### config.mk
export PLATFORM = sky130hd
export DESIGN_NAME = stack_machine_execute_unit
export DESIGN_NICKNAME = d
export VERILOG_FILES = /design/src/rtl/core/smeu_pkg.sv /design/src/rtl/core/smeu_decode.sv /design/src/rtl/core/smeu_stack.sv /design/src/rtl/core/stack_machine_execute_unit.sv
export SDC_FILE = /design/constraint.sdc
export NUM_CORES = 2
export LEC_CHECK = 0
export BUFFER_PORTS_ARGS = -buffer_cell sky130_fd_sc_hd__clkbuf_2
export CORE_UTILIZATION = 65
export CTS_BUF_LIST = sky130_fd_sc_hd__clkbuf_2 sky130_fd_sc_hd__clkbuf_4 sky130_fd_sc_hd__clkbuf_8
export CTS_CLUSTER_DIAMETER = 40
export DETAILED_ROUTE_END_ITERATION = 10
export PLACE_DENSITY = 0.78
export SLEW_MARGIN = 30
export SYNTH_ARGS = -nofsm -noshare
export SYNTH_HDL_FRONTEND = slang
export SYNTH_SLANG_ARGS = --single-unit
### constraint.sdc
create_clock -name clk -period 10.53 [get_ports clk]
set_input_delay 1.5795 -clock clk [delete_from_list [all_inputs] [get_ports clk]]
set_output_delay 1.5795 -clock clk [all_outputs]
set_load 0.01 [all_outputs]
### src/rtl/core/smeu_pkg.sv
package smeu_pkg;

  // Instruction codes carried in the action field.
  localparam logic [3:0] ACT_ADD    = 4'd0;
  localparam logic [3:0] ACT_MUL    = 4'd1;
  localparam logic [3:0] ACT_SWAP   = 4'd2;
  localparam logic [3:0] ACT_OVER   = 4'd3;
  localparam logic [3:0] ACT_DUP    = 4'd4;
  localparam logic [3:0] ACT_PUSH   = 4'd5;
  localparam logic [3:0] ACT_READ   = 4'd6;
  localparam logic [3:0] ACT_WRITE  = 4'd7;
  localparam logic [3:0] ACT_JUMPIF = 4'd8;

  // Result status codes.
  localparam logic [1:0] STAT_OK        = 2'd0;
  localparam logic [1:0] STAT_UNDERFLOW = 2'd1;
  localparam logic [1:0] STAT_OVERFLOW  = 2'd2;

  // Field widths of the request and result items.
  localparam int unsigned ACTION_BITS = 4;
  localparam int unsigned FIELD_BITS  = 32;

  // How the stack moves for one instruction.
  typedef enum logic [1:0] {
    STK_HOLD = 2'd0,
    STK_PUSH = 2'd1,
    STK_POP  = 2'd2,
    STK_SWAP = 2'd3
  } stk_op_t;

  typedef struct packed {
    stk_op_t    op;
    logic [1:0] status;
    logic       wr_valid;
    logic       jmp_taken;
  } smeu_ctl_t;

endpackage

### src/rtl/core/smeu_decode.sv
module smeu_decode
  import smeu_pkg::*;
#(
  parameter int unsigned DEPTH     = 64,
  parameter int unsigned WORD_BITS = 32,
  parameter int unsigned DW        = $clog2(DEPTH + 1)
) (
  input  logic [ACTION_BITS-1:0] action,
  input  logic [FIELD_BITS-1:0]  immediate,
  input  logic [FIELD_BITS-1:0]  read_value,
  input  logic [DW-1:0]          depth,
  input  logic [WORD_BITS-1:0]   top,
  input  logic [WORD_BITS-1:0]   sec,
  output smeu_ctl_t              ctl,
  output logic [WORD_BITS-1:0]   new_val,
  output logic [FIELD_BITS-1:0]  write_value,
  output logic [FIELD_BITS-1:0]  jump_target
);

  logic [WORD_BITS-1:0]            sum;
  logic [WORD_BITS-1:0]            prod;
  logic [WORD_BITS+FIELD_BITS-1:0] imm_ext;
  logic [WORD_BITS+FIELD_BITS-1:0] rv_ext;
  logic [WORD_BITS+FIELD_BITS-1:0] top_ext;
  logic [WORD_BITS-1:0]            imm_w;
  logic [WORD_BITS-1:0]            rv_w;
  logic                            need_one;
  logic                            need_two;
  logic                            grow;
  logic                            known;
  logic                            has_one;
  logic                            has_two;
  logic                            full;
  stk_op_t                         op_ok;
  logic [WORD_BITS-1:0]            val_ok;

  assign sum  = top + sec;
  assign prod = top * sec;

  // Words narrower than the fields take the low bits; wider ones are zero-filled.
  assign imm_ext = {{WORD_BITS{1'b0}}, immediate};
  assign rv_ext  = {{WORD_BITS{1'b0}}, read_value};
  assign top_ext = {{FIELD_BITS{1'b0}}, top};
  assign imm_w   = imm_ext[WORD_BITS-1:0];
  assign rv_w    = rv_ext[WORD_BITS-1:0];

  assign has_one = (depth >= DW'(1));
  assign has_two = (depth >= DW'(2));
  assign full    = (depth == DW'(DEPTH));

  always_comb begin
    need_one = 1'b0;
    need_two = 1'b0;
    grow     = 1'b0;
    known    = 1'b1;
    op_ok    = STK_HOLD;
    val_ok   = sec;
    case (action)
      ACT_ADD: begin
        need_two = 1'b1;
        op_ok    = STK_POP;
        val_ok   = sum;
      end
      ACT_MUL: begin
        need_two = 1'b1;
        op_ok    = STK_POP;
        val_ok   = prod;
      end
      ACT_SWAP: begin
        need_two = 1'b1;
        op_ok    = STK_SWAP;
      end
      ACT_OVER: begin
        need_two = 1'b1;
        grow     = 1'b1;
        op_ok    = STK_PUSH;
        val_ok   = sec;
      end
      ACT_DUP: begin
        need_one = 1'b1;
        grow     = 1'b1;
        op_ok    = STK_PUSH;
        val_ok   = top;
      end
      ACT_PUSH: begin
        grow   = 1'b1;
        op_ok  = STK_PUSH;
        val_ok = imm_w;
      end
      ACT_READ: begin
        grow   = 1'b1;
        op_ok  = STK_PUSH;
        val_ok = rv_w;
      end
      ACT_WRITE, ACT_JUMPIF: begin
        need_one = 1'b1;
        op_ok    = STK_POP;
        val_ok   = sec;
      end
      default: begin
        known = 1'b0;
      end
    endcase
  end

  always_comb begin
    ctl.status    = STAT_OK;
    ctl.op        = STK_HOLD;
    ctl.wr_valid  = 1'b0;
    ctl.jmp_taken = 1'b0;
    // Underflow takes precedence over overflow.
    if ((need_two && !has_two) || (need_one && !has_one)) begin
      ctl.status = STAT_UNDERFLOW;
    end else if (grow && full) begin
      ctl.status = STAT_OVERFLOW;
    end else if (known) begin
      ctl.op        = op_ok;
      ctl.wr_valid  = (action == ACT_WRITE);
      ctl.jmp_taken = (action == ACT_JUMPIF) && !top[WORD_BITS-1];
    end
  end

  assign new_val     = val_ok;
  assign write_value = ctl.wr_valid ? top_ext[FIELD_BITS-1:0] : '0;
  assign jump_target = ctl.jmp_taken ? immediate : '1;

endmodule

### src/rtl/core/smeu_stack.sv
module smeu_stack
  import smeu_pkg::*;
#(
  parameter int unsigned DEPTH     = 64,
  parameter int unsigned WORD_BITS = 32,
  parameter int unsigned DW        = $clog2(DEPTH + 1)
) (
  input  logic                 clk,
  input  logic                 rst_n,
  input  logic                 en,
  input  stk_op_t              op,
  input  logic [WORD_BITS-1:0] new_val,
  output logic [WORD_BITS-1:0] top,
  output logic [WORD_BITS-1:0] sec,
  output logic [DW-1:0]        depth,
  output logic [DW-1:0]        depth_nxt
);

  localparam int unsigned AW = (DEPTH > 1) ? $clog2(DEPTH) : 1;

  // The top two entries live in registers; the rest sit in the memory at
  // their own stack positions. third_r always holds the entry below those two.
  logic [WORD_BITS-1:0] mem [DEPTH];
  logic [WORD_BITS-1:0] top_r;
  logic [WORD_BITS-1:0] sec_r;
  logic [WORD_BITS-1:0] third_r;
  logic [DW-1:0]        depth_r;
  logic [DW-1:0]        depth_nxt_w;
  logic [DW-1:0]        wr_pos;
  logic [DW-1:0]        rd_pos;
  logic [AW-1:0]        wr_addr;
  logic [AW-1:0]        rd_addr;
  logic                 mem_we;

  assign wr_pos  = depth_r - DW'(2);
  assign rd_pos  = depth_r - DW'(4);
  assign wr_addr = wr_pos[AW-1:0];
  assign rd_addr = rd_pos[AW-1:0];
  assign mem_we  = en && (op == STK_PUSH) && (depth_r >= DW'(2));

  always_comb begin
    case (op)
      STK_PUSH: depth_nxt_w = depth_r + DW'(1);
      STK_POP:  depth_nxt_w = depth_r - DW'(1);
      default:  depth_nxt_w = depth_r;
    endcase
  end

  always_ff @(posedge clk) begin
    if (mem_we) begin
      mem[wr_addr] <= sec_r;
    end
  end

  always_ff @(posedge clk) begin
    if (en) begin
      case (op)
        STK_PUSH: begin
          top_r   <= new_val;
          sec_r   <= top_r;
          // The spilled entry becomes the new third one.
          third_r <= sec_r;
        end
        STK_POP: begin
          top_r   <= new_val;
          sec_r   <= third_r;
          third_r <= mem[rd_addr];
        end
        STK_SWAP: begin
          top_r <= sec_r;
          sec_r <= top_r;
        end
        default: begin
        end
      endcase
    end
  end

  always_ff @(posedge clk) begin
    if (!rst_n) begin
      depth_r <= '0;
    end else if (en) begin
      depth_r <= depth_nxt_w;
    end
  end

  assign top       = top_r;
  assign sec       = sec_r;
  assign depth     = depth_r;
  assign depth_nxt = depth_nxt_w;

endmodule

### src/rtl/core/stack_machine_execute_unit.sv
// Stack machine execute unit. Each request carries one instruction (add, mul,
// swap, over, dup, push, read, write, jumpif) and yields exactly one result with
// a status, the value popped by write, the jump decision and the new stack
// depth. One instruction is taken every clock cycle while the result side keeps
// up: the top two stack entries are held in registers and the third is
// prefetched from the stack memory, so every instruction completes in a single
// pass and its result appears in the cycle after acceptance. The critical path
// is the WORD_BITS by WORD_BITS multiplier feeding the top-of-stack register. On
// underflow or overflow the stack is left untouched. The stack memory needs no
// clearing after reset; only the depth counter and out_tvalid are reset.
module stack_machine_execute_unit
  import smeu_pkg::*;
#(
  parameter int unsigned DEPTH     = 64,
  parameter int unsigned WORD_BITS = 32
) (
  input  logic clk,
  input  logic rst_n,

  input  logic                  in_tvalid,
  output logic                  in_tready,
  // action[3:0], immediate[35:4], read_value[67:36], zero padding above
  input  logic [71:0]           in_tdata,

  output logic                  out_tvalid,
  input  logic                  out_tready,
  // status[1:0], write_valid[2], write_value[34:3], jump_taken[35],
  // jump_target[67:36], stack_depth[67+DW:68], zero padding above
  output logic [((2 + 1 + FIELD_BITS + 1 + FIELD_BITS + $clog2(DEPTH + 1) + 7) / 8) * 8 - 1:0]
                                out_tdata
);

  localparam int unsigned DW        = $clog2(DEPTH + 1);
  localparam int unsigned OUT_BITS  = 2 + 1 + FIELD_BITS + 1 + FIELD_BITS + DW;
  localparam int unsigned OUT_BYTES = (OUT_BITS + 7) / 8;

  logic [ACTION_BITS-1:0]  action;
  logic [FIELD_BITS-1:0]   immediate;
  logic [FIELD_BITS-1:0]   read_value;
  logic                    accept;
  smeu_ctl_t               ctl;
  logic [WORD_BITS-1:0]    new_val;
  logic [WORD_BITS-1:0]    top;
  logic [WORD_BITS-1:0]    sec;
  logic [DW-1:0]           depth;
  logic [DW-1:0]           depth_nxt;
  logic [FIELD_BITS-1:0]   write_value;
  logic [FIELD_BITS-1:0]   jump_target;
  logic                    out_valid_r;
  logic [OUT_BITS-1:0]     out_data_r;

  assign action     = in_tdata[3:0];
  assign immediate  = in_tdata[35:4];
  assign read_value = in_tdata[67:36];

  // A new request may enter whenever the result register is free or draining.
  assign in_tready = !out_valid_r || out_tready;
  assign accept    = in_tvalid && in_tready;

  smeu_decode #(
    .DEPTH     (DEPTH),
    .WORD_BITS (WORD_BITS),
    .DW        (DW)
  ) u_decode (
    .action      (action),
    .immediate   (immediate),
    .read_value  (read_value),
    .depth       (depth),
    .top         (top),
    .sec         (sec),
    .ctl         (ctl),
    .new_val     (new_val),
    .write_value (write_value),
    .jump_target (jump_target)
  );

  smeu_stack #(
    .DEPTH     (DEPTH),
    .WORD_BITS (WORD_BITS),
    .DW        (DW)
  ) u_stack (
    .clk       (clk),
    .rst_n     (rst_n),
    .en        (accept),
    .op        (ctl.op),
    .new_val   (new_val),
    .top       (top),
    .sec       (sec),
    .depth     (depth),
    .depth_nxt (depth_nxt)
  );

  always_ff @(posedge clk) begin
    if (!rst_n) begin
      out_valid_r <= 1'b0;
    end else if (accept) begin
      out_valid_r <= 1'b1;
    end else if (out_tready) begin
      out_valid_r <= 1'b0;
    end
  end

  always_ff @(posedge clk) begin
    if (accept) begin
      out_data_r <= {depth_nxt, jump_target, ctl.jmp_taken, write_value,
                     ctl.wr_valid, ctl.status};
    end
  end

  assign out_tvalid = out_valid_r;
  assign out_tdata  = (OUT_BYTES * 8)'(out_data_r);

endmodule

==> flow_summary.json <==
{
  "cts_root_buf": "clkbuf_8",
  "setup_viol": 0,
  "crit_type": "flip-flop to flip-flop",
  "cp-end-kind": "flip-flop",
  "timing.hold.ws_ps": 541,
  "grt-ovfl-total": 0,
  "ys_types": 87,
  "nets": 8107,
  "dieArea_um2": 159000,
  "yosys-mux-area-fraction_pct": 3.67,
  "drc": 0,
  "syn_to_final_growth_pct": 11.1,
  "clkLatencyLatePin_ps": 1100,
  "slowest_delay_ps": 990,
  "yosysSeqAreaShare_pct": 65.2,
  "synth_xor_area_share_pct": 0.928,
  "crit_chain": "buf_4, and2_1, fa_1, fa_1, fa_1, inv_1, fa_1, inv_1, fa_1, fa_1, fa_1, fa_1, ha_1, nand4_1, nor4_1, nand2_1, a211oi_1, or3_1, a21o_1, a21oi_1, xor2_1, o21ai_0, o31a_1",
  "core_area_um2": 156000,
  "netlist_area_um2": 102000,
  "path_depth": 23,
  "clkSinkCount": 2227,
  "multi_input_area_um2": 33000,
  "place_ws_ps": 1750,
  "finalPower_mw": 37.6,
  "ff2ff_path_depth": 23,
  "ir_drop_mv": 1.17,
  "skew_ps": 133,
  "drive_gt1_share_pct": 15.8,
  "detail_route.wl_per_cell_um": 34.0,
  "die_h_um": 399,
  "grt_max_degree": 92,
  "final_common_cell": "edfxtp_1",
  "grt_antenna_before_repair": 24,
  "die_x_um": 399,
  "fin_crit_sh_pct": 85.3,
  "grt_pass1_wl_mm": 466,
  "p_per_area_nw_per_um2": 330,
  "min_period_ps": 8980,
  "cts_hold_buf": 0,
  "synth.avg_cell_area_um2": 14.4,
  "path_delay_family": "adder cells",
  "post-route-util_pct": 72.8,
  "drtPass1Iterations": 8,
  "fin_ws_ps": 1550,
  "tightest_slew_ps": 1170,
  "htreeDepth": 5,
  "maxCapViolCount": 0,
  "post_cts_buffers": 0,
  "cts_resized": 0,
  "fin_cells": 9774,
  "final_area_um2": 114000,
  "synthArstFlopShare_pct": 0,
  "synth-adder-area-share_pct": 9.99,
  "fin_setup_tns_ps": 0,
  "hold_depth": 1,
  "ys_warn_count": 0,
  "vias_per_cell": 7.04,
  "ys_seq_elements": 2227,
  "synth_edf_count": 2219,
  "layout_common_cells": "edfxtp_1 (2219), nand2_1 (547), inv_1 (416), fa_1 (409), a21oi_1 (388)",
  "clk_pin_slew_ps": 60,
  "rows": 145,
  "drt_iter0_drc": 11200,
  "fmax_mhz": 111,
  "synth_top_family_by_area": "adder cells",
  "grt_usage_pct": 41.7,
  "num_vias": 68800,
  "syn_inst": 7115,
  "path_max_fanout": 43,
  "finalMaxSlewViolations": 0,
  "synth_top_flop_cell": "edfxtp_1",
  "cellLeakagePower_nw": 39.0,
  "cts_made_buffers": 366,
  "start_util_pct": 65.5,
  "grt_pass1_vias": 67800,
  "ios": 158,
  "clock_path_buffers": 4,
  "dp_hpwl_mm": 190,
  "place_area_um2": 107000,
  "status": "complete, no violations",
  "slowest_stage": "edfxtp_1",
  "nFillCells": 9649,
  "hold_path_class": "flip-flop to flip-flop",
  "relSlewSlack_pct": 21.1,
  "arrival_ps": 9740,
  "final_hold_viol_count": 0,
  "synth-simple-area-share_pct": 6.90,
  "ant_nets": 0,
  "rsz0062_at_grt": "no",
  "synth_compound_area_share_pct": 9.93,
  "timing.critical_path.mode_cell": "fa_1",
  "cts_tree": "yes",
  "gp_congestion": 0.976,
  "placedCellCount": 9144,
  "port_buffers": 148,
  "cp_num_buf_inv": 3,
  "seqCellArea_um2": 66800,
  "wirelength_mm": 332,
  "worstPathRequired_ps": 11290,
  "start_kind": "flip-flop"
}
cell type report:
cell class                 instances  share of cell area, %
sequential                      2227                   58.7
multi-input combinational       4027                   29.0
clock buffer                     490                   5.27
timing repair buffer             414                   2.62
tap                             2058                   2.26
inverter                         422                   1.40
clock inverter                   124                  0.734
antenna                           12                 0.0264
cell families after synthesis:
group / Yosys count
xor+xnor: 107
mux: 327
compound gates: 1517
simple gates: 1498
fa+ha+maj: 573
flops: 2227
buf+inv: 865
other cells: 1
sequential cells by signal, indices dropped and copies added (netlist names):
register / count
u_stack.third_r: 32
u_stack.mem: 2048
out_data_r: 75
u_stack.top: 32
out_tvalid: 1
u_stack.depth: 7
u_stack.sec: 32
report_power, final:
group	switching [mW]	leakage, nW	internal [mW]
Combinational	11.9	15.4	8.40
Clock	3.35	3.62	3.92
Sequential	0.109	20.0	9.89
Total	15.4	39.0	22.2
Yosys cell counts, drive strengths merged (132+ instances only):
library cell  number  area [um2]
a21oi            393        1970
and2             337        2110
nand3            132         666
fa               409        8190
buf              193         948
a22oi            287        2150
mux2i            207        2070
clkbuf           250         940
inv              420        1580
ha               164        2050
a221oi           193        1700
edfxtp          2219       66600
o21ai            294        1480
nor2             299        1130
nand2            548        2060
worst paths after layout:
| kind | startpoint | endpoint | slack [ps] |
|---|---|---|---|
| setup / recovery | u_stack.sec[5] | u_stack.top[29] | 1550 |
| hold / removal | u_stack.third_r[12] | u_stack.sec[12] | 540 |
| setup reg to reg | u_stack.sec[5] | u_stack.top[29] | 1550 |
| hold reg to reg | u_stack.third_r[12] | u_stack.sec[12] | 540 |
metal layers:
layer | track usage (%) | up-vias | routed length, um
met2 | 63.0 | 6364 | 148000
li1 | - | 27300 | -
met5 | 0 | - | 252
met4 | 29.8 | 22 | 28100
met3 | 12.7 | 1423 | 50800
met1 | 51.8 | 33700 | 105000
Power figures use the tool's default switching activity.
